[src/edist_cell.sv]
// One systolic cell of the edit distance chain: holds one first-string
// character and its column entry. Standalone, no package dependencies.
module edist_cell #(
  parameter int CW = 8
) (
  input  logic          clk,
  input  logic          rst,
  input  logic          clear,
  input  logic          load,
  input  logic [7:0]    load_ch,
  input  logic [CW-1:0] load_val,
  input  logic          in_valid,
  input  logic [7:0]    in_ch,
  input  logic [CW-1:0] in_new,
  input  logic [CW-1:0] in_old,
  output logic          out_valid,
  output logic [7:0]    out_ch,
  output logic [CW-1:0] out_new,
  output logic [CW-1:0] out_old
);

  logic          active;
  logic [7:0]    letter;
  logic [CW-1:0] entry;

  logic [CW:0]   up_cost;
  logic [CW:0]   left_cost;
  logic [CW:0]   diag_cost;
  logic [CW:0]   min_ul;
  logic [CW:0]   best_w;
  logic [CW-1:0] best;

  // Pick the cheapest of insert, delete and substitute
  always_comb begin
    up_cost   = {1'b0, entry} + (CW+1)'(1);
    left_cost = {1'b0, in_new} + (CW+1)'(1);
    diag_cost = {1'b0, in_old} + ((letter == in_ch) ? (CW+1)'(0) : (CW+1)'(1));
    min_ul    = (up_cost < left_cost) ? up_cost : left_cost;
    best_w    = (min_ul < diag_cost) ? min_ul : diag_cost;
    best      = best_w[CW-1:0];
  end

  // Track occupancy and the token valid bit
  always_ff @(posedge clk) begin
    if (rst) begin
      active    <= 1'b0;
      out_valid <= 1'b0;
    end else begin
      if (clear) begin
        active <= 1'b0;
      end else if (load) begin
        active <= 1'b1;
      end
      out_valid <= in_valid;
    end
  end

  // Load or update the column entry; hand the token to the next cell
  always_ff @(posedge clk) begin
    if (load) begin
      letter <= load_ch;
      entry  <= load_val;
    end else if (in_valid && active) begin
      entry <= best;
    end
    out_ch  <= in_ch;
    out_new <= active ? best : in_new;
    out_old <= active ? entry : in_old;
  end

endmodule
[config.mk]
export PLATFORM = sky130hd
export DESIGN_NAME = edist_cell
export DESIGN_NICKNAME = d
export VERILOG_FILES = /design/src/edist_cell.sv
export SDC_FILE = /design/constraint.sdc
export NUM_CORES = 1
export LEC_CHECK = 0
export ABC_AREA = 0
export BUFFER_PORTS_ARGS = -buffer_cell sky130_fd_sc_hd__buf_2
export CAP_MARGIN = 20
export CORE_UTILIZATION = 25
export DETAILED_ROUTE_END_ITERATION = 7
export HOLD_SLACK_MARGIN = 0.15
export MAX_ROUTING_LAYER = met4
export PLACE_DENSITY_LB_ADDON = 0.3
export SLEW_MARGIN = 20
export SYNTH_ARGS = -nofsm -noshare
export SYNTH_HDL_FRONTEND = slang
export SYNTH_SLANG_ARGS = --single-unit
[constraint.sdc]
create_clock -name clk -period 7.9 [get_ports clk]
set_input_delay 1.58 -clock clk [delete_from_list [all_inputs] [get_ports clk]]
set_output_delay 1.58 -clock clk [all_outputs]
set_load 0.005 [all_outputs]
# Word-level counts from Yosys, hierarchy flattened
# Cells that the tools add are included.
[totals]
mem_bits_rw = 0
latch_bits = 0
romBits = 0
n_memories = 0
ff_bits = 42
[op_classes]
bitwise_logic = 0
n_reduce_logical = 3
n_div = 0
n_addsub = 3
mul = 0
shifts = 0
eq_ne = 1
order_cmp = 2
mux = 7
[op_table]
columns = ["operator", "n"]
rows = [
  ["$mux 8", 5],
  ["$add 8x1->9 const B", 2],
  ["$lt 9x9->1", 2],
  ["$add 8x1->9", 1],
  ["$mux 9", 1],
  ["$eq 8x8->1", 1],
  ["$reduce_bool 2->1", 1],
  ["$reduce_or 2->1", 1],
  ["$logic_and 1x1->1", 1],
  ["$mux 1", 1],
]

# Depth between registers and ports, before layout
[logic_depth]
ltp_word = 7
depth_mapped = 22
mapped_depth_nobuf = 19

# Worst setup path after synthesis
# No wires, ideal clock.
[synth_path]
path_kind = "input to register"
from = "input port in_new[0]"
to = "register entry[2], data pin"
path_stages = 19
required_ps = 7620
t_arrival_ps = 5356
setup_ps = 280
slack_ps = 2264
n_path_buf = 2
cell_sequence = "ha_1 -> xnor2_1 -> ha_1 -> a31oi_1 -> nor3b_2 -> o22ai_4 -> maj3_1 -> o21ai_1 -> mux2_2 -> ha_1 -> a21o_1 -> a21o_1 -> a21oi_1 -> o21ai_1 -> or4_1 -> buf_4 -> nand3_2 -> buf_6 -> a221oi_2"
[synth_via]
elab_chain_len = 7
[synth_lines]
columns = ["item", "line", "text"]
rows = [
  ["start: declaration", "14", "input logic [CW-1:0] in_new,"],
  ["$add 8x1->9 (*)", "36", "left_cost = {1'b0, in_new} + (CW+1)'(1);"],
  ["$lt 9x9->1", "38", "min_ul = (up_cost < left_cost) ? up_cost : left_cost;"],
  ["$mux 9 (*)", "38", ""],
  ["$lt 9x9->1", "39", "best_w = (min_ul < diag_cost) ? min_ul : diag_cost;"],
  ["$mux 8 (*)", "39", ""],
  ["$mux 8 (*)", "63", "end else if (in_valid && active) begin"],
  ["$mux 8 (*)", "60", "if (load) begin"],
  ["end signal: assignment", "62", "entry <= load_val;"],
  ["end signal: assignment", "64", "entry <= best;"],
  ["end: declaration", "24", "logic [CW-1:0] entry;"],
]
# Every way passes the cells marked *; elsewhere a longest branch is shown, timed or not. The select of a mux whose other input is x is not followed.
# A chain may end at the register's enable or synchronous reset.

# Worst setup path in the final report
[layout_path]
from = "input port in_new[0]"
to = "register entry[7], data pin"
# The elaborated chain is that of the path after synthesis.

==> metrics.txt <==
# TYPE chip_impl_metric gauge
chip_impl_info{name="outcome",value="finished clean"} 1
chip_impl_metric{name="yosys_warnings",unit=""} 0
chip_impl_metric{name="area.sequential",unit="sq um"} 1000
chip_impl_metric{name="total_switching_power",unit="uW"} 330
chip_impl_metric{name="cts_inserted_buffers",unit=""} 5
chip_impl_metric{name="worst_slew_margin_rel",unit="%"} 27.8
chip_impl_metric{name="syn_avg_cell_area",unit="sq um"} 9.87
chip_impl_info{name="regToRegStartpoint",value="entry[0]"} 1
chip_impl_metric{name="cts.path.max_buffers",unit=""} 2
chip_impl_metric{name="switching_share",unit="%"} 41.5
chip_impl_metric{name="synth_fa_ha_area_share",unit="%"} 9.52
chip_impl_metric{name="irDropWorstVdd",unit="mV"} 0.0743
chip_impl_metric{name="power.share.combinational",unit="%"} 45.6
chip_impl_metric{name="timing.clock.skew",unit="ns"} 0.00942
chip_impl_metric{name="postCtsSetupBuffers",unit=""} 0
chip_impl_metric{name="synth_edf_count",unit=""} 16
chip_impl_info{name="timing.critical_path.slowest_stage_cell",value="sky130_fd_sc_hd__o31ai_2"} 1
chip_impl_metric{name="cts.hold.buffers_added",unit=""} 0
chip_impl_metric{name="worstSkewPairLatency",unit="ns"} 0.31
chip_impl_metric{name="slew_viol_final",unit=""} 0
chip_impl_metric{name="complex_gate_fraction_of_the_synthesized_area",unit="%"} 15.8
chip_impl_metric{name="grt_pass1_wl",unit="um"} 11800
chip_impl_metric{name="cts.sinks",unit=""} 42
chip_impl_metric{name="antenna-diode-count",unit=""} 0
chip_impl_info{name="synth_flop_cell",value="sky130_fd_sc_hd__dfxtp_1"} 1
chip_impl_info{name="rsz0062_at_grt",value="false"} 1
chip_impl_metric{name="tns",unit="ns"} 0
chip_impl_info{name="cp_top_delay_family",value="compound AO/OA/AOI/OAI gates"} 1
chip_impl_metric{name="detailedPlacementHpwl",unit="um"} 6040
chip_impl_metric{name="via_count_of_the_first_global_routing_pass",unit=""} 2317
chip_impl_metric{name="synthMuxAreaShare",unit="%"} 3.66
chip_impl_metric{name="area.growth.synth_to_final",unit="%"} 20.4
chip_impl_metric{name="count_of_buffers_inserted_at_the_top_level_ports",unit=""} 69
chip_impl_metric{name="detailed_routing_iteration_count_for_the_pre_antenna_repair_pass",unit=""} 4
chip_impl_metric{name="ctsHtreeMaxLevel",unit=""} 2
chip_impl_metric{name="route.final.wire_length",unit="um"} 7710
chip_impl_metric{name="timing.max_cap.violations",unit=""} 0
chip_impl_metric{name="period_share",unit="%"} 82.5
chip_impl_metric{name="hold_violations",unit=""} 0
chip_impl_info{name="setup.worst_path.class",value="input pin to flip-flop"} 1
chip_impl_metric{name="ff2ff_path_depth",unit=""} 18
chip_impl_metric{name="yosysUniqueCellTypes",unit=""} 52
chip_impl_metric{name="setup-violations-final",unit=""} 0
chip_impl_info{name="start_kind",value="input pin"} 1
chip_impl_metric{name="floorplan.die.width",unit="um"} 107
chip_impl_metric{name="wl_per_cell",unit="um"} 16.0
chip_impl_info{name="hold_end",value="out_old[7]"} 1
chip_impl_metric{name="power.static_leakage",unit="nW"} 1.38
chip_impl_metric{name="post_synthesis_share_of_cell_area_spent_on_and_or_nand_and_nor_gates",unit="%"} 20.8
chip_impl_metric{name="synth_seq_area_share",unit="%"} 36.6
chip_impl_metric{name="n_fill_cell",unit=""} 1132
chip_impl_metric{name="antenna_violating_nets_post_route",unit=""} 0
chip_impl_metric{name="grt_max_degree",unit=""} 25
chip_impl_metric{name="powerDensity",unit="nW/um^2"} 242
chip_impl_info{name="path_cells",value="buf_2, ha_1, nand3_2, xor2_1, ha_1, nand2_1, o21ai_1, o22ai_4, o31ai_2, o21ai_0, and2_1, ha_1, a21o_1, a21o_1, a21oi_1, o21ai_1, or4_1, nand3_2, a221oi_2"} 1
chip_impl_metric{name="number_of_placed_cells_counting_well_taps",unit=""} 473
chip_impl_metric{name="synthXorXnorAreaFrac",unit="%"} 8.88
chip_impl_metric{name="gr-usage-all-layers",unit="%"} 14.0
chip_impl_metric{name="timing.critical_path.required",unit="ns"} 7.93
chip_impl_metric{name="mappedNetlistNets",unit=""} 342
chip_impl_metric{name="pin_count",unit=""} 70
chip_impl_info{name="worstSetupEndpointType",value="flip-flop"} 1
chip_impl_info{name="cp-startpoint",value="in_new[0]"} 1
chip_impl_metric{name="timing_worst_slew_pin_value",unit="ns"} 1.08
chip_impl_metric{name="yosys_register_bits",unit=""} 42
chip_impl_metric{name="dr.first_iter.drc_count",unit=""} 138
chip_impl_metric{name="holdPathStages",unit=""} 1
chip_impl_metric{name="critical_path_peak_fanout",unit=""} 16
chip_impl_info{name="crit_top_cell",value="sky130_fd_sc_hd__ha_1"} 1
chip_impl_metric{name="vias",unit=""} 2356
chip_impl_metric{name="max_freq",unit="MHz"} 153
chip_impl_metric{name="post-layout-total-power",unit="uW"} 795
chip_impl_metric{name="footprint_of_the_multi_input_gates",unit="sq um"} 1600
chip_impl_metric{name="final_util",unit="%"} 31.5
chip_impl_metric{name="clock_power_share",unit="%"} 19.3
chip_impl_metric{name="design.final.nets",unit=""} 409
chip_impl_metric{name="clkTransAtPathRegs",unit="ns"} 0.09
chip_impl_metric{name="cellInternalPower",unit="uW"} 465
chip_impl_info{name="synth_top_family_by_area",value="simple AND/OR/NAND/NOR gates"} 1
chip_impl_metric{name="cts_repair_resize_count",unit=""} 0
chip_impl_metric{name="die_y_extent",unit="um"} 107
chip_impl_metric{name="routed_via_density",unit=""} 4.90
chip_impl_metric{name="power.sequential.fraction",unit="%"} 35.1
chip_impl_metric{name="grt.overflow.total",unit=""} 0
chip_impl_metric{name="place.gp.congestion",unit=""} 0.839
chip_impl_metric{name="drc_errors",unit=""} 0
chip_impl_metric{name="final_design_area_no_fill",unit="sq um"} 3290
chip_impl_metric{name="critical_path.max_stage_delay",unit="ns"} 0.90
chip_impl_info{name="timing.hold.worst.start",value="entry[7]"} 1
chip_impl_metric{name="fraction_of_final_layout_cells_with_drive_strength_greater_than_1",unit="%"} 30.4
chip_impl_metric{name="fp.coreArea",unit="sq um"} 10500
chip_impl_metric{name="post_dp_cell_area",unit="sq um"} 3200
chip_impl_metric{name="r2r_setup_slack",unit="ns"} 2.09
chip_impl_info{name="r2r-end",value="entry[7]"} 1
chip_impl_metric{name="final_cell_count_no_fill",unit=""} 481
chip_impl_metric{name="synthArstFlopShare",unit="%"} 0
chip_impl_info{name="cts-root-buf",value="sky130_fd_sc_hd__clkbuf_8"} 1
chip_impl_metric{name="synth.cell_area",unit="sq um"} 2730
chip_impl_info{name="hold_class",value="flip-flop to flip-flop"} 1
chip_impl_metric{name="initial_utilization",unit="%"} 26.1
chip_impl_info{name="tritoncts",value="built"} 1
chip_impl_metric{name="die-area",unit="sq um"} 11400
chip_impl_metric{name="timing.critical_path.buf_inv",unit=""} 1
chip_impl_metric{name="antenna_found_initial",unit=""} 0
chip_impl_metric{name="synthCells",unit=""} 277
chip_impl_metric{name="placementRows",unit=""} 37
chip_impl_metric{name="time_the_worst_path_needs_with_i_o_delays_and_setup",unit="ns"} 6.52
chip_impl_metric{name="critPathArrivalTime",unit="ns"} 6.55
-- state kept, by name, summed over array words and instances (netlist names) --
register   count
entry          8
out_ch         8
out_valid      1
out_new        8
letter         8
out_old        8
active         1
-- synthesized netlist by cell type, types with 7 or more instances --
master | number | area (sq um)
sky130_fd_sc_hd__edfxtp_1 | 16 | 480
sky130_fd_sc_hd__dfxtp_1 | 26 | 521
sky130_fd_sc_hd__and2_1 | 7 | 43.8
sky130_fd_sc_hd__nand2_1 | 23 | 86.3
sky130_fd_sc_hd__ha_1 | 20 | 250
sky130_fd_sc_hd__o21ai_0 | 8 | 40.0
sky130_fd_sc_hd__a21oi_1 | 11 | 55.1
sky130_fd_sc_hd__nand3_1 | 9 | 45.0
sky130_fd_sc_hd__inv_1 | 18 | 67.6
sky130_fd_sc_hd__xor2_1 | 16 | 140
sky130_fd_sc_hd__nand4_1 | 8 | 50.1
sky130_fd_sc_hd__xnor2_1 | 8 | 70.1
sky130_fd_sc_hd__nor2_1 | 13 | 48.8
sky130_fd_sc_hd__mux2_2 | 8 | 90.1
sky130_fd_sc_hd__nor4_1 | 10 | 62.6
-- how the worst max path moves through the flow --
stage,to,slack (ns),depth (start not counted)
2_1_floorplan,entry[2],2.26,19
3_3_place_gp,entry[3],1.23,19
3_5_place_dp,entry[6],1.14,19
4_1_cts,entry[6],1.43,19
5_1_grt,entry[6],1.02,19
6_report,entry[7],1.38,19
-- through the flow --
step,hold slack (ns),setup slack (ns)
3_3_place_gp,0.564,1.23
5_1_grt,0.604,1.02
4_1_cts,0.582,1.43
3_5_place_dp,0.555,1.14
2_1_floorplan,0.523,2.26
6_report,0.574,1.38
-- routing by layer --
| metal | up-vias | share of wire [%] | GRT usage (%) |
|---|---|---|---|
| met4 | 0 | 2.9 | 5.97 |
| met2 | 69 | 49 | 23.1 |
| li1 | 1162 | - | - |
| met1 | 1111 | 44 | 16.9 |
| met3 | 14 | 3.4 | 2.37 |
| met5 | - | 0 | - |
-- cell type report --
class	count	area share [%]
clock buffers	5	2.09
clock inverters	3	0.722
inverters	19	2.17
multi-input cells	206	48.7
flip-flops and latches	42	30.4
well taps	136	5.17
repair buffers	70	10.7
-- kinds of logic (layout without fill, tap and decap cells) --
family,Yosys count,after routing
compound gates,53,53
simple gates,97,97
flops,42,42
fa+ha+maj,21,21
xor+xnor,26,26
mux,9,9
buf+inv,29,97
-- power groups by stage --
stage          clock, mW  combinational [mW]  sequential [mW]
3_3_place_gp           0               0.353            0.284
2_1_floorplan          0               0.269            0.279
4_1_cts            0.156               0.363            0.280
3_5_place_dp           0               0.360            0.284
5_1_grt            0.166               0.404            0.283
6_report           0.153               0.363            0.280
-- cell usage in the layout (no fill, tap or decap), drive strengths merged, types with 2 or more instances in the layout --
| cell | n |
|---|---|
| a221oi | 6 |
| mux2 | 8 |
| nor4 | 11 |
| buf | 70 |
| ha | 20 |
| a221o | 4 |
| and3 | 4 |
| xor2 | 18 |
| xnor2 | 8 |
| inv | 19 |
| nand3 | 11 |
| a311o | 2 |
| nor2 | 14 |
| edfxtp | 16 |
| nand4 | 9 |
| o221ai | 2 |
| o211ai | 2 |
| a21oi | 11 |
| nor3b | 2 |
| nor2b | 2 |
| o21ai | 11 |
| and2 | 8 |
| o31ai | 3 |
| or3 | 5 |
| and4 | 6 |
| dfxtp | 26 |
| clkbuf | 5 |
| a211oi | 2 |
| clkinvlp | 2 |
| nand2 | 23 |
| a21o | 4 |
Power figures use the tool's default switching activity.
